## src/rtl/ght_pkg.sv

```systemverilog
`default_nettype none

package ght_pkg;

    localparam int SLOTS_DEFAULT = 16;

    localparam logic [1:0] KIND_REGISTER   = 2'd0;
    localparam logic [1:0] KIND_UNREGISTER = 2'd1;
    localparam logic [1:0] KIND_LOOKUP     = 2'd2;
    localparam logic [1:0] KIND_NTH        = 2'd3;

    localparam int GEN_W   = 16;
    localparam int SLOT_W  = 16;
    localparam int POS_W   = 4;
    localparam int COLOR_W = 32;
    localparam int LIVE_W  = 5;

    typedef struct packed {
        logic [1:0]         kind;
        logic [31:0]        handle;
        logic [POS_W-1:0]   position;
        logic [COLOR_W-1:0] entry_color;
        logic               entry_fullscreen;
    } ght_req_t;

    typedef struct packed {
        logic [31:0]        result_handle;
        logic               found;
        logic [COLOR_W-1:0] color;
        logic               fullscreen;
        logic [LIVE_W-1:0]  live_count;
    } ght_rsp_t;

    typedef struct packed {
        logic [COLOR_W-1:0] color;
        logic               fullscreen;
    } ght_entry_t;

endpackage

`default_nettype wire

```

## src/rtl/ght_mem.sv

```systemverilog
`default_nettype none

module ght_mem #(
    parameter int DEPTH = 16,
    parameter int IDX_W = 4
) (
    input  wire logic               clk,
    input  wire logic               wr_en,
    input  wire logic [IDX_W-1:0]   wr_addr,
    input  wire ght_pkg::ght_entry_t wr_data,
    input  wire logic [IDX_W-1:0]   rd_addr,
    output ght_pkg::ght_entry_t     rd_data
);
    import ght_pkg::*;

    ght_entry_t mem [DEPTH];

    always_ff @(posedge clk)
    begin
        if (wr_en)
        begin
            mem[wr_addr] <= wr_data;
        end
    end

    always_ff @(posedge clk)
    begin
        rd_data <= mem[rd_addr];
    end

endmodule

`default_nettype wire

```

## src/rtl/generational_handle_table.sv

```systemverilog
`default_nettype none

// Generational handle table: SLOTS slots, one transaction in flight at a time.
// A handle is generation in bits 31..16 and slot number plus one in bits 15..0;
// handle 0 is never valid. Register and nth requests walk the slots with one
// shared compare unit, one slot per cycle. Unregister checks the slot's
// generation and goes to the result; lookup also passes through a fetch state
// for the registered read of the color/fullscreen memory, and either goes
// straight to the result when the slot field is zero or beyond SLOTS.
// req_ready is low from acceptance until the result transaction is taken.
// live_count reports slots in use after the request, saturating at 31.

module generational_handle_table #(
    parameter int SLOTS = ght_pkg::SLOTS_DEFAULT
) (
    input  wire logic              clk,
    input  wire logic              rst_n,
    input  wire logic              req_valid,
    output logic                   req_ready,
    input  wire ght_pkg::ght_req_t req,
    output logic                   rsp_valid,
    input  wire logic              rsp_ready,
    output ght_pkg::ght_rsp_t      rsp
);
    import ght_pkg::*;

    localparam int IDX_W = (SLOTS > 1) ? $clog2(SLOTS) : 1;
    localparam int CNT_W = $clog2(SLOTS + 1);

    localparam logic [2:0] ST_IDLE  = 3'd0;
    localparam logic [2:0] ST_SCAN  = 3'd1;
    localparam logic [2:0] ST_CHECK = 3'd2;
    localparam logic [2:0] ST_FETCH = 3'd3;
    localparam logic [2:0] ST_DONE  = 3'd4;

    logic [2:0]        state_reg, state_next;
    logic [IDX_W-1:0]  idx_reg, idx_next;
    logic [POS_W-1:0]  seen_reg, seen_next;
    logic              hit_reg, hit_next;
    ght_req_t          req_reg, req_next;
    ght_rsp_t          res_reg, res_next;
    logic [CNT_W-1:0]  live_reg;
    logic [SLOTS-1:0]  in_use_reg;
    logic [GEN_W-1:0]  gen_reg [SLOTS];

    logic              use_set, use_clr;
    logic              mem_wr;
    ght_entry_t        mem_wdata;
    ght_entry_t        mem_rdata;
    logic [GEN_W-1:0]  gen_cur, gen_inc;
    logic              cur_used, last_slot;
    logic [SLOT_W-1:0] slot_field;
    logic [31:0]       live_ext;

    ght_mem #(
        .DEPTH (SLOTS),
        .IDX_W (IDX_W)
    ) u_mem (
        .clk     (clk),
        .wr_en   (mem_wr),
        .wr_addr (idx_reg),
        .wr_data (mem_wdata),
        .rd_addr (idx_reg),
        .rd_data (mem_rdata)
    );

    assign gen_cur    = gen_reg[idx_reg];
    assign gen_inc    = (gen_cur == {GEN_W{1'b1}}) ? GEN_W'(1) : gen_cur + GEN_W'(1);
    assign cur_used   = in_use_reg[idx_reg];
    assign last_slot  = (32'(idx_reg) == 32'(SLOTS - 1));
    assign slot_field = SLOT_W'(32'(idx_reg) + 32'd1);
    assign mem_wdata  = '{color: req_reg.entry_color, fullscreen: req_reg.entry_fullscreen};
    assign live_ext   = 32'(live_reg);

    assign req_ready = (state_reg == ST_IDLE);
    assign rsp_valid = (state_reg == ST_DONE);

    always_comb
    begin
        rsp            = res_reg;
        rsp.live_count = (live_ext > 32'd31) ? LIVE_W'(31) : live_ext[LIVE_W-1:0];
    end

    always_comb
    begin
        state_next = state_reg;
        idx_next   = idx_reg;
        seen_next  = seen_reg;
        hit_next   = hit_reg;
        req_next   = req_reg;
        res_next   = res_reg;
        use_set    = 1'b0;
        use_clr    = 1'b0;
        mem_wr     = 1'b0;

        case (state_reg)
            ST_IDLE:
            begin
                if (req_valid)
                begin
                    req_next  = req;
                    res_next  = '0;
                    seen_next = '0;
                    idx_next  = '0;
                    if (req.kind == KIND_REGISTER || req.kind == KIND_NTH)
                    begin
                        state_next = ST_SCAN;
                    end
                    else if (req.handle[SLOT_W-1:0] != '0 &&
                             32'(req.handle[SLOT_W-1:0]) <= 32'(SLOTS))
                    begin
                        idx_next   = IDX_W'(req.handle[SLOT_W-1:0] - SLOT_W'(1));
                        state_next = ST_CHECK;
                    end
                    else
                    begin
                        state_next = ST_DONE;
                    end
                end
            end
            ST_SCAN:
            begin
                if (req_reg.kind == KIND_REGISTER)
                begin
                    if (!cur_used)
                    begin
                        use_set                = 1'b1;
                        mem_wr                 = 1'b1;
                        res_next.result_handle = {gen_inc, slot_field};
                        res_next.found         = 1'b1;
                        state_next             = ST_DONE;
                    end
                    else if (last_slot)
                    begin
                        state_next = ST_DONE;
                    end
                    else
                    begin
                        idx_next = idx_reg + IDX_W'(1);
                    end
                end
                else
                begin
                    if (cur_used && seen_reg == req_reg.position)
                    begin
                        res_next.result_handle = {gen_cur, slot_field};
                        res_next.found         = 1'b1;
                        state_next             = ST_DONE;
                    end
                    else if (last_slot)
                    begin
                        state_next = ST_DONE;
                    end
                    else
                    begin
                        if (cur_used)
                        begin
                            seen_next = seen_reg + POS_W'(1);
                        end
                        idx_next = idx_reg + IDX_W'(1);
                    end
                end
            end
            ST_CHECK:
            begin
                hit_next = cur_used && (gen_cur == req_reg.handle[31:SLOT_W]);
                if (req_reg.kind == KIND_UNREGISTER)
                begin
                    use_clr        = hit_next;
                    res_next.found = hit_next;
                    state_next     = ST_DONE;
                end
                else
                begin
                    state_next = ST_FETCH;
                end
            end
            ST_FETCH:
            begin
                res_next.found      = hit_reg;
                res_next.color      = hit_reg ? mem_rdata.color : '0;
                res_next.fullscreen = hit_reg & mem_rdata.fullscreen;
                state_next          = ST_DONE;
            end
            ST_DONE:
            begin
                if (rsp_ready)
                begin
                    state_next = ST_IDLE;
                end
            end
            default:
            begin
                state_next = ST_IDLE;
            end
        endcase
    end

    always_ff @(posedge clk or negedge rst_n)
    begin
        if (!rst_n)
        begin
            state_reg  <= ST_IDLE;
            live_reg   <= '0;
            in_use_reg <= '0;
            for (int i = 0; i < SLOTS; i++)
            begin
                gen_reg[i] <= '0;
            end
        end
        else
        begin
            state_reg <= state_next;
            if (use_set)
            begin
                in_use_reg[idx_reg] <= 1'b1;
                gen_reg[idx_reg]    <= gen_inc;
                live_reg            <= live_reg + CNT_W'(1);
            end
            else if (use_clr)
            begin
                in_use_reg[idx_reg] <= 1'b0;
                live_reg            <= live_reg - CNT_W'(1);
            end
        end
    end

    always_ff @(posedge clk)
    begin
        idx_reg  <= idx_next;
        seen_reg <= seen_next;
        hit_reg  <= hit_next;
        req_reg  <= req_next;
        res_reg  <= res_next;
    end

`ifndef SYNTH
    a_live_matches_slots: assert property (@(posedge clk) disable iff (!rst_n)
        32'(live_reg) == $countones(in_use_reg))
        else $error("live count disagrees with slot occupancy");

    a_new_handle_nonzero_gen: assert property (@(posedge clk) disable iff (!rst_n)
        (rsp_valid && rsp.found && req_reg.kind == KIND_REGISTER)
            |-> (rsp.result_handle[31:SLOT_W] != '0 && rsp.result_handle[SLOT_W-1:0] != '0))
        else $error("registered handle has zero generation or slot");

    a_miss_is_clean: assert property (@(posedge clk) disable iff (!rst_n)
        (rsp_valid && !rsp.found)
            |-> (rsp.result_handle == '0 && rsp.color == '0 && !rsp.fullscreen))
        else $error("failed request returned data");

    a_busy_after_accept: assert property (@(posedge clk) disable iff (!rst_n)
        (req_valid && req_ready) |=> !req_ready)
        else $error("accepted a second transaction while busy");
`endif

endmodule

`default_nettype wire

```

## config.mk

```make
export PLATFORM = sky130hd
export DESIGN_NAME = generational_handle_table
export DESIGN_NICKNAME = d
export VERILOG_FILES = /design/src/rtl/ght_pkg.sv /design/src/rtl/ght_mem.sv /design/src/rtl/generational_handle_table.sv
export SDC_FILE = /design/constraint.sdc
export NUM_CORES = 1
export LEC_CHECK = 0
export ABC_AREA = 1
export BUFFER_PORTS_ARGS = -buffer_cell sky130_fd_sc_hd__buf_2
export CAP_MARGIN = 20
export CORE_AREA = 2 2 262 264
export DETAILED_ROUTE_END_ITERATION = 8
export DIE_AREA = 0 0 264 266
export HOLD_SLACK_MARGIN = 0.06
export PLACE_DENSITY = 0.74
export SLEW_MARGIN = 25
export SYNTH_ARGS = -nofsm -noshare
export SYNTH_HDL_FRONTEND = slang
export SYNTH_SLANG_ARGS = --single-unit
```

## constraint.sdc

```tcl
create_clock -name clk -period 12.91 [get_ports clk]
set_input_delay 1.291 -clock clk [delete_from_list [all_inputs] [get_ports clk]]
set_output_delay 1.291 -clock clk [all_outputs]
set_load 0.005 [all_outputs]
```

## After elaboration in Yosys (flattened, before gate mapping)

Memory sizes are Yosys's and may differ from the RTL's. A register that Yosys moved wholly into a read port is not among the register bits.
Cells that the tools add are included.

- Register bits after elaboration: 426
- Latch bits: 0
- RAM bits: 528
- ROM bits: 0
- Input port bits: 75
- Output and inout bits: 73
- Word-level logic and storage cells: 148
- Memories kept: 1

- $add $sub $neg: 7
- $mul: 0
- Div/mod/pow operators: 0
- Magnitude comparators: 6
- Equality and inequality tests: 21
- Shift operators: 0
- Mux-type cells: 56
- Bitwise gates (word level): 5
- Reduce and logical (&&, ||, !) cells: 21

Memory list:

| memory | depth | bits a word | rd ports | clocked after Yosys merged registers in | write ports | line | RTL |
|---|---|---|---|---|---|---|---|
| u_mem.mem | 16 | 33 | 1 | 1 | 1 | ght_mem.sv:16 | `ght_entry_t mem [DEPTH];` |

Operators by type and width:

| cell | number |
|---|---|
| bitwise mux 256 bit | 1 |
| 2-to-1 mux 33 bit | 3 |
| 2-to-1 mux 16 bit | 6 |
| 2-to-1 mux 71 bit | 1 |
| case mux 33 bit (2 select lines) | 1 |
| binary-select mux 16 bit (select 4 bit) | 1 |
| demux 16 bit (select 4 bit) | 1 |
| case mux 32 bit (2 select lines) | 1 |
| 2-to-1 mux 4 bit | 12 |
| 2-to-1 mux 32 bit | 1 |
| 2-to-1 mux 3 bit | 9 |
| adder 16 x 1 -> 16 bit, second input constant | 1 |
| bitwise AND 16 bit | 1 |
| == test 16 bit | 1 |
| == test 16 bit, second input constant | 1 |
| less-or-equal comparator 16 x 5 -> 1 bit, second input constant | 1 |
| inverter 16 bit | 1 |
| OR 16 bit | 1 |
| case mux 4 bit (2 select lines) | 2 |
| nonzero test 16 bit | 1 |
| 2-to-1 mux 5 bit | 3 |
| case mux 3 bit (5 select lines) | 1 |
| != test 2 bit, second input constant | 6 |
| != test 3 bit, second input constant | 4 |
| 34 further kinds | 55 |

## Logic depth before layout (Yosys ltp)

Gate-level depths: netlist of the first run.

- Depth in word-level cells: 10
- Mapped depth: 22
- Depth with buffers taken out: 18

## By module

Synthesis of the first run repeated with hierarchy kept, for this count alone.

- Cells, all modules: 4562
- Area, all modules: 42754.8 µm²

Modules (own cells, without submodules):

| module | instances | cells each | area an instance (µm²) | sequential area each (µm²) |
|---|---|---|---|---|
| ght_mem | 1 | 2185 | 23222.3 | 16515.8 |
| generational_handle_table | 1 | 2377 | 19532.5 | 10580.1 |

## Worst setup path before layout of the first run

OpenSTA, ideal clock, no wires.

- Kind: input to register
- From: input port req_valid
- To: register res_reg, in the netlist rsp[39], enable pin
- Library setup time: 406 ps
- Arrival: 5089 ps
- Data required time: 12504 ps
- Setup slack: 7415 ps
- Stages: 4
- Buffers on the path: 0
- Cells stage by stage: inv_1 -> nor2_1 -> inv_1 -> a21oi_1

- Cells in the longest elaborated chain, start to end: 2

Ends and longest elaborated chain:

| what | line | RTL |
|---|---|---|
| start, declared | generational_handle_table.sv:18 | `input wire logic req_valid,` |
| != test 2 bit (no line) | -- |  |
| AND reduction 4 bit (no line) | -- |  |
| end signal, assigned | generational_handle_table.sv:234 | `res_reg <= res_next;` |
| end, declared | generational_handle_table.sv:41 | `ght_rsp_t res_reg, res_next;` |

No other way between the ends.
A chain may end at the register's enable or synchronous reset.

## Worst setup path after layout of the first run

- From: register idx_reg[1]
- To: memory u_mem.mem[12][10] in the netlist's numbering, enable pin

- Cells in the longest elaborated chain, start to end: 7

Ends and longest elaborated chain:

| what | line | RTL |
|---|---|---|
| start, declared | generational_handle_table.sv:37 | `logic [IDX_W-1:0] idx_reg, idx_next;` |
| start signal, assigned | generational_handle_table.sv:230 | `idx_reg <= idx_next;` |
| binary-select mux 1 bit (select 4 bit) | generational_handle_table.sv:69 | `assign cur_used = in_use_reg[idx_reg];` |
| 2-to-1 mux 1 bit (implied by the code) | generational_handle_table.sv:69 |  |
| 2-to-1 mux 1 bit | generational_handle_table.sv:125 | `if (!cur_used)` |
| 2-to-1 mux 1 bit | generational_handle_table.sv:123 | `if (req_reg.kind == KIND_REGISTER)` |
| 2-to-1 mux 1 bit | generational_handle_table.sv:96 | `case (state_reg)` |
| 2-to-1 mux 1 bit | ght_mem.sv:20 | `if (wr_en)` |
| 2-to-1 mux 1 bit (implied by the code) | ght_mem.sv:22 | `mem[wr_addr] <= wr_data;` |
| end, declared | ght_mem.sv:16 |  |

Parallel ways exist; a longest one is shown, timed or not. The select of a mux whose other input is x is not followed.

==> results of run 1 <==
## worst min-delay path, stage by stage (launching register included)
cell	delay, ns
dfrtp_1	0.34
nand2_1	0.05
nand2_1	0.04
## power by group through the flow
| stage | sequential [mW] | combinational, mW | clock [mW] |
|---|---|---|---|
| 2_1_floorplan | 3.98 | 2.11 | 0 |
| 3_3_place_gp | 4.05 | 2.83 | 0 |
| 3_5_place_dp | 4.06 | 2.88 | 0 |
| 4_1_cts | 4.01 | 2.90 | 2.96 |
| 5_1_grt | 4.05 | 3.23 | 3.08 |
| 6_report | 4.01 | 2.93 | 2.93 |
## layer usage
| layer | GRT usage | wire length (um) | vias up | part of all wire |
|---|---|---|---|---|
| li1 | - | - | 13113 | - |
| met1 | 0.389 | 41100 | 13603 | 0.40 |
| met2 | 0.489 | 49400 | 1272 | 0.48 |
| met3 | 0.0373 | 7780 | 239 | 0.076 |
| met4 | 0.111 | 3700 | 0 | 0.036 |
| met5 | 0 | 0 | - | 0 |
## cells in the mapped netlist, types with 2 or more instances
master,n
a21oi_1,25
o211ai_1,7
nor3_1,11
o22ai_1,132
o21a_1,2
nand4_1,41
ha_1,11
or2_2,2
xor2_1,10
nand2_4,3
nand2_1,954
dfrtp_1,280
a31o_2,2
inv_2,15
nand3_4,8
clkbuf_2,4
edfxtp_1,647
o21ai_2,11
nor2_2,12
o21ai_0,428
inv_1,240
buf_4,33
xor2_2,3
dfxtp_1,33
nor4_1,3
buf_1,7
nor2_4,2
clkbuf_1,141
nand4_2,2
xnor2_1,4
nand3_1,103
buf_6,17
o21ai_1,153
buf_2,43
nor2_1,457
## path summary, 6_finish.rpt
| path | start | endpoint | slack [ns] |
|---|---|---|---|
| min in group asynchronous | rst_n | gen_reg[109] | 0.74 |
| setup reg to reg | idx_reg[1] | u_mem.mem[12][10] | 7.90 |
| setup / recovery | idx_reg[1] | u_mem.mem[12][10] | 7.90 |
| max in group asynchronous | rst_n | asynchronous set/reset pin | 10.75 |
| hold / removal | flip-flop | flip-flop | 0.47 |
| hold reg to reg | flip-flop | flip-flop | 0.47 |
## through the flow
stage | utilization | area, um2
floorplan | - | 40200
global placement | 0.609 | 41200
detailed placement | 0.609 | 41200
CTS | 0.658 | 44600
global route | 0.658 | 44600
finish | 0.658 | 44600
## area by class of cell
type                            instances  area, um2  area share
Sequential cell                       960      27100       0.608
Multi-Input combinational cell       2404      11000       0.246
Clock buffer                          118       2550      0.0571
Tap cell                              882       1100      0.0247
Timing Repair Buffer                  185       1090      0.0245
Inverter                              258        991      0.0222
Clock inverter                         63        812      0.0182
## logic make-up (layout without fill, tap and decap cells)
group | after synthesis | in the layout | share of synthesized area
AOI/OAI and AO/OA | 763 | 763 | 0.101
DFF | 960 | 960 | 0.675
and+or+nand+nor | 1601 | 1601 | 0.161
other | 1 | 11 | 0.0000934
xor gates and xnor gates | 17 | 17 | 0.00427
buffers and inverters | 503 | 624 | 0.0548
adders and majority gates | 12 | 12 | 0.00392
==> flow_results.org, run 1 <==
** Finish
- The number of antenna diodes in the final layout is 0.
- The count of cells in the finished layout, fillers not included, comes to between 4k and 5k.
- Post-layout net count :: about 4k
- Most common cell after layout, fill and taps aside :: nand2_1
- Counting the fill cells in the layout gives 5076.
- Area Overhead vs Synth :: 11.0%
- Fraction of final layout cells sized beyond drive strength 1 :: 0.104
- Largest register FFs :: between 500 and 600
- The top cell types in the final layout, fill and taps aside, are 953 x nand2_1, 647 x edfxtp_1, 454 x nor2_1.

** STA
- Part of the cycle the worst path needs :: 0.388
- Summed over all failing endpoints, the final setup total negative slack is 0 ns.
- Clock skew on the completed layout was measured at roughly 0.029 ns.
- The final hold violation count was 0.
- Fin Hold WS :: about 0.47 ns
- After layout, the worst setup slack is approximately 8 ns.
- The worst pin sits at a relative slew slack of 0.210.
- Fin. max-slew vios :: 0
- Setup repair after global routing missed its margin :: false
- Worst Max-Slew Pin Slew :: about 1.2 ns
- Achievable clock frequency :: about 200 MHz
- Final number of setup-violating endpoints :: 0
- Period minus WS final :: around 5 ns

** Critical path
- The critical path crosses 15 cells after its start point.
- Critical path start-end classification :: reg2reg
- Of all nets on the critical path, the largest fanout is 73.
- Crit start category :: flip-flop
- Ordered cell list for the critical path :: buf_4 -> inv_6 -> buf_4 -> o21ai_0 -> o21ai_1 -> nand2_1 -> nand2_1 -> nor2_2 -> inv_2 -> nor2_4 -> nand2_4 -> inv_2 -> nand2_1 -> buf_4 -> clkinv_2
- STA puts the critical path data arrival time at slightly above 5 ns.
- Worst reg-to-reg path cell count :: 15
- Among all stages on the critical path, the largest delay is contributed by buf_4.
- Worst path bufs/invs :: 7
- Critical Path RT :: between 10 and 15 ns
- Delay of the slowest cell on the worst path :: about 0.77 ns
- Critical Path Sink Type :: flip-flop
- Among cell families on the critical path, the largest total delay comes from buffers and inverters.

** Floorplanning
- IO Pins :: between 100 and 150
- For this configuration, the core starts out at a cell density of 0.593.
- Area of the die :: 70200 um2
- Std-Cell Core Area :: between 60000 and 70000 um2
- Site row count :: 96
- Die Wd :: between 200 and 300 um
- Y dimension of the die :: 266 um

** Placed design
- Detailed placement finished with a half-perimeter wire length of around 52 mm.
- Dpl cells :: between 4k and 5k
- Pre-CTS worst setup slack :: 8.02 ns
- Routability-driven placement finished with a final weighted congestion of 0.922.
- Number of port buffers :: 136

** Synthesis
- Post-synthesis register bit count :: 960
- Share of the synthesized area in the top cell type :: 0.484
- Warnings from Yosys :: 0
- In the post-synthesis netlist, the biggest area contributors are edfxtp_1 48%, dfrtp_1 17%, nand2_1 8.9%, o21ai_0 5.3%, nor2_1 4.3%.
- Syn_area_per_cell :: between 10 and 15 um2
- Fraction of the yosys area taken by sequential cells :: 0.675
- Library cell occupying the most area in the post-synthesis netlist :: edfxtp_1
- The synthesized design contains 647 enable-type register cells.
- The cell count after synthesis came out at between 3k and 4k.
- In the synthesized netlist the async set-or-reset flop fraction comes to 0.292.
- Primary flip-flop cell chosen by synthesis mapping :: edfxtp_1
- Netlist area before placement :: roughly 40000 um2
- In this run, distinct cell masters in the synthesized netlist total 46.

** Clocking
- In this run, CTS created clock tree buffers numbering 96.
- Clock tree synthesis found a total of 960 sinks.
- Clock latency on the worst-skew pair :: 0.66 ns
- Clock-pin slew reported for the worst setup and hold paths after clock tree synthesis :: 0.06 ns
- CTS tree :: done
- Clock root buffer :: clkbuf_16
- CTS Hold Bufs :: 0
- The H-tree generated during clock tree synthesis spans 3 levels.
- Maximum clock path buffer count :: 3
- Gates resized during post-CTS repair numbered 0.
- Buffers added to address setup during post-CTS repair amount to 0.

** Detailed routing
- First DRT Iteration DRCs :: between 3k and 4k
- Via total after detailed routing :: roughly 28k
- Once detail routing completed, the nets flagged for antenna violations numbered 0.
- Dividing the detail-routed via count by the number of cells gives slightly below 6.
- The first detailed-routing pass ran for 6 iterations.
- Dividing the detail-routed wire length by the instance count gives approximately 21 um.
- Wires add up to just over 100 mm.
- For this run, design rule violations remaining after detail routing come to 0.

** Power
- Net switching share of the total power :: 0.360
- Leakage Power :: 17.7 nW
- Sequential group share of total power :: 0.406
- VDD sags by at most between 0.00015 and 0.0002 V.
- The analysis attributes to net switching a power of between 3 and 4 mW.
- Part of the power in the clock network :: 0.297
- Overall power consumption after layout is estimated at 9.88 mW.
- The internal power of the cells totals ~6.3 mW.
- Power per cell area :: approximately 220 nW/um2
- Of the total power, combinational logic draws 0.297.

** Global routing
- Via count of the first global-routing pass :: about 27k
- The number of antenna violations at the first check in global routing came to 0.
- The total overflow left after global routing is 0.
- Global-route wire length before repair :: between 150 and 200 mm
- Entering global routing, the biggest net connects 229 pins.
- Across every metal layer, demand over resource in global routing totals 0.290.

** Run
- The tool flagged a number of max-cap violations equal to 0.

** Min path
- Number of cells traversed by the worst hold path :: 2
- In this run the worst hold path is classified as reg2reg.

** Run status
- The run finished with clean final reports.
Power figures use the tool's default switching activity.
==> run 2, diff against run 1 <==
CORE_AREA = 2 2 271 273   (was 2 2 262 264)
DIE_AREA = 0 0 273 275   (was 0 0 264 266)
PLACE_DENSITY = 0.73   (was 0.74)
clock period = 4.5 ns   (was 12.91 ns; I/O delays follow)
==> run 2 against run 1 <==
  * Combinational power rose to 3.0 times the previous value
  * Worst setup slack got worse by 7.3 ns
  * Sequential share of layout area is 1.0 points lower
  * Count of clock-buffer cells in the layout increased by 19
  * Clock power grew to 2.7 times the previous value
  * Flip-flop and latch count is the same
  * Largest power group unchanged
==> flow_results.org, run 2 (synthesized netlist as in run 1, its figures left out) <==
** Global routing
- Sum of overflow across all layers after global routing :: 0 (unchanged)
- The via count of the first global-routing pass is 27.7k (was 27.1k).
- The global router's overall resource usage came to 0.280 (was 0.290).
- Number of antenna violations at the first check in global routing :: 0 (unchanged)
- The global-route wire length before repair was 161 mm (was 156 mm).
- Largest net degree at the start of global routing :: 114 (was 229)

** Floorplanning
- Die Wd :: 273 um (was 264 um)
- The number of cell rows was 99 (was 96).
- Effective utilization at floorplan :: 0.555 (was 0.593)
- Area of the die :: 75100 um2 (was 70200 um2)
- Y dimension of the die :: 275 um (was 266 um)
- The standard cell core area is 72300 um2 (was 67700 um2).
- The number of ports placed on the die boundary came to 148 (unchanged).

** Finish
- Fraction of final layout cells sized beyond drive strength 1 :: 0.105 (was 0.104)
- The flip-flop count of the largest register after layout came to 528 (unchanged).
- Area Overhead vs Synth :: 13.0% (was 11.0%)
- Area of all placed cells without fillers :: 45400 um2 (was 44600 um2)
- The final antenna diode count came to 0 (unchanged).
- Post-layout net count :: 4080 (was 3992)
- The number of cells in the finished layout apart from fillers is 5033 (was 4870).
- Most used cells in the layout excluding fill and tap cells: 953 x nand2_1, 647 x edfxtp_1, 454 x nor2_1 (unchanged).
- The core occupancy in the finished layout came to 0.627 (was 0.658).
- Most common cell after layout, fill and taps aside :: nand2_1 (unchanged)

** Clocking
- The maximum clock insertion buffer count is 3 (unchanged).
- The TritonCTS clock tree was done (unchanged).
- The insertion delay of the later-clocked pin in the worst-skew pair was 0.66 ns (about the same).
- The count of hold buffers inserted by post-cts repair was 57 (was 0).
- The clock-pin slew on the worst setup and hold paths was 0.06 ns (about the same).
- The total clock buffers created by CTS is 94 (was 96).
- Deepest level of the CTS H-tree :: 3 (unchanged)
- The buffer cell driving the clock tree root was clkbuf_16 (unchanged).
- The count of instances resized after the clock tree is built was 0 (unchanged).
- The total setup buffers inserted after CTS came to 0 (unchanged).
- The number of sinks on the clock net was 960 (unchanged).

** Critical path
- The cell family contributing the most delay on the critical path is simple AND/OR/NAND/NOR gates (was buffers and inverters).
- Worst path bufs/invs :: 2 (was 7)
- Delay of the slowest cell on the worst path :: 0.77 ns (about the same)
- Critical Path RT :: 5.03 ns (was 13.03 ns)
- Among the stages of the critical path, the cell type that occurs most often is nand2_1.
- The class of the most critical setup path is reg2reg (unchanged).
- Ordered cell list for the critical path: buf_12 -> buf_4 -> nand2_1 -> o211ai_1 -> nand2_1 -> nand2_1 -> nand2_1 -> o21bai_1 -> nand2_1 -> nor2_1 -> nand3_1 -> nor2_4 -> nand3_1 -> nand2_1 -> nand2_1 (was buf_4 -> inv_6 -> buf_4 -> o21ai_0 -> o21ai_1 -> nand2_1 -> nand2_1 -> nor2_2 -> inv_2 -> nor2_4 -> nand2_4 -> inv_2 -> nand2_1 -> buf_4 -> clkinv_2).
- Launch point of the critical path :: idx_reg[0] (was idx_reg[1])
- Critical Path Sink Type :: flip-flop (unchanged)
- The data arrival time of the critical path is 4.49 ns (was 5.14 ns).
- The launch instance of the worst register-to-register path is idx_reg[0] (was idx_reg[1]).
- Worst path slowest cell :: buf_4 (unchanged)
- The startpoint type of the worst setup path was a flip-flop (unchanged).
- The critical-path maximum fanout came to 102 (was 73).
- The number of cells traversed by the worst register-to-register path was 15 (unchanged).
- The reg2reg setup slack was 0.55 ns (was 7.90 ns).
- The instance count on the critical path was 15 (unchanged).

** Detailed routing
- Via total after detailed routing :: 28.9k (was 28.2k)
- Mean number of vias per cell :: 5.74 (was 5.80)
- The number of iterations in the first detailed-routing pass came to 7 (was 6).
- The violation count after the first detailed-route iteration was 3097 (was 3188).
- Remaining routing DRC violations :: 0 (unchanged)
- The routed wirelength normalized by instance count was 20.8 um (was 20.9 um).
- The post-route antenna net violation count came to 0 (unchanged).
- The total wirelength of the detailed-routed design came to 105 mm (was 102 mm).

** STA
- The summed negative setup slack over all endpoints came to 0 ns (unchanged).
- Setup repair after global routing missed its margin: false (unchanged).
- The maximum operating frequency was 253 MHz (was 199 MHz).
- The share of the clock period used by the worst path is 0.878 (was 0.388).
- The largest clock skew in the final design is 0.0241 ns (was 0.0289 ns).
- Worst rel slew slack :: 0.274 (was 0.210)
- Period minus WS final :: 3.95 ns (was 5.01 ns)
- The final hold violation count is 0 (unchanged).
- The slew at the pin closest to its max-slew limit came to 1.09 ns (was 1.19 ns).
- Fin. max-slew vios :: 0 (unchanged)
- Final number of setup-violating endpoints :: 0 (unchanged)

** Placed design
- The number of I/O port buffers was 136 (unchanged).
- The number of placed cells counting well taps was 4799 (was 4689).
- The cell area after placement came to 41700 um2 (was 41200 um2).
- Final weighted congestion in routability-driven placement :: 0.924 (was 0.922)
- DP HPWL :: 58.5 mm (was 52.1 mm)

** Power
- Leakage Power :: 18.0 nW (was 17.7 nW)
- Power per cell area :: 617 nW/um2 (was 221 nW/um2)
- Peak supply drop :: 0.000426 V (was 0.000185 V)

** Run
- Max-cap check violation count :: 0 (unchanged)

** Min path
- Worst min-delay path class :: in2reg (was reg2reg)

** Run status
- Result of the run :: finished, final reports clean (unchanged)
run 2: changes by cell type in the layout (fill, tap and decap cells not counted), sizes merged:
| cell | change |
|---|---|
| dlygate4sd3 | +57 |
| buf | +33 |
| clkbuf | +19 |
| bufinv | -11 |
| clkinv | -7 |
| clkinvlp | -5 |
run 2: cell type report:
type	instances	area, um2
inverters	258	987
flip-flops and latches	960	27100
clock inverters	40	410
multi-input cells	2404	11000
well taps	959	1200
clock buffers	137	2680
repair buffers	275	2060
fillers	5667	27000
run 2: metal layers:
| metal | part of all wire | track usage | routed length, um | up-vias |
|---|---|---|---|---|
| met5 | 0 | 0 | 0 | - |
| met4 | 0.030 | 0.0912 | 3140 | 0 |
| met3 | 0.078 | 0.0387 | 8170 | 216 |
| met2 | 0.49 | 0.473 | 51200 | 1370 |
| met1 | 0.40 | 0.379 | 42300 | 13992 |
| li1 | - | - | - | 13289 |
run 2: worst min path at each step:
stage	startpoint	endpoint	cells past startpoint
detailed placement	flip-flop	flip-flop	2
finish	req[40]	idx_reg[3]	4
global placement	flip-flop	flip-flop	2
global route	req[40]	idx_reg[3]	4
floorplan	rst_n	asynchronous set/reset pin	0
CTS	req_valid	state_reg[2]	5
run 2: tightest hold or removal path: stages:
cell and delay (ns):
buf_2 0.10, xnor2_1 0.08, inv_1 0.05, a31o_2 0.15
run 2: per-stage QoR:
stage	hold WS [ns]	setup WS (ns)	power [mW]
after floorplan	0.154	0.429	17.5
after global placement	0.451	0.723	20.0
after detailed placement	0.456	0.686	20.1
after CTS	0.241	0.661	28.0
after global routing	0.272	0.299	29.4
final	0.277	0.547	28.0
run 2: power breakdown:
| part | internal, mW | total, mW | leakage (nW) | switching, mW |
|---|---|---|---|---|
| Sequential | 10.8 | 11.5 | 10.1 | 0.732 |
| Clock | 4.49 | 7.82 | 1.50 | 3.33 |
| Combinational | 2.45 | 8.66 | 6.47 | 6.21 |
| Total | 17.7 | 28.0 | 18.0 | 10.3 |
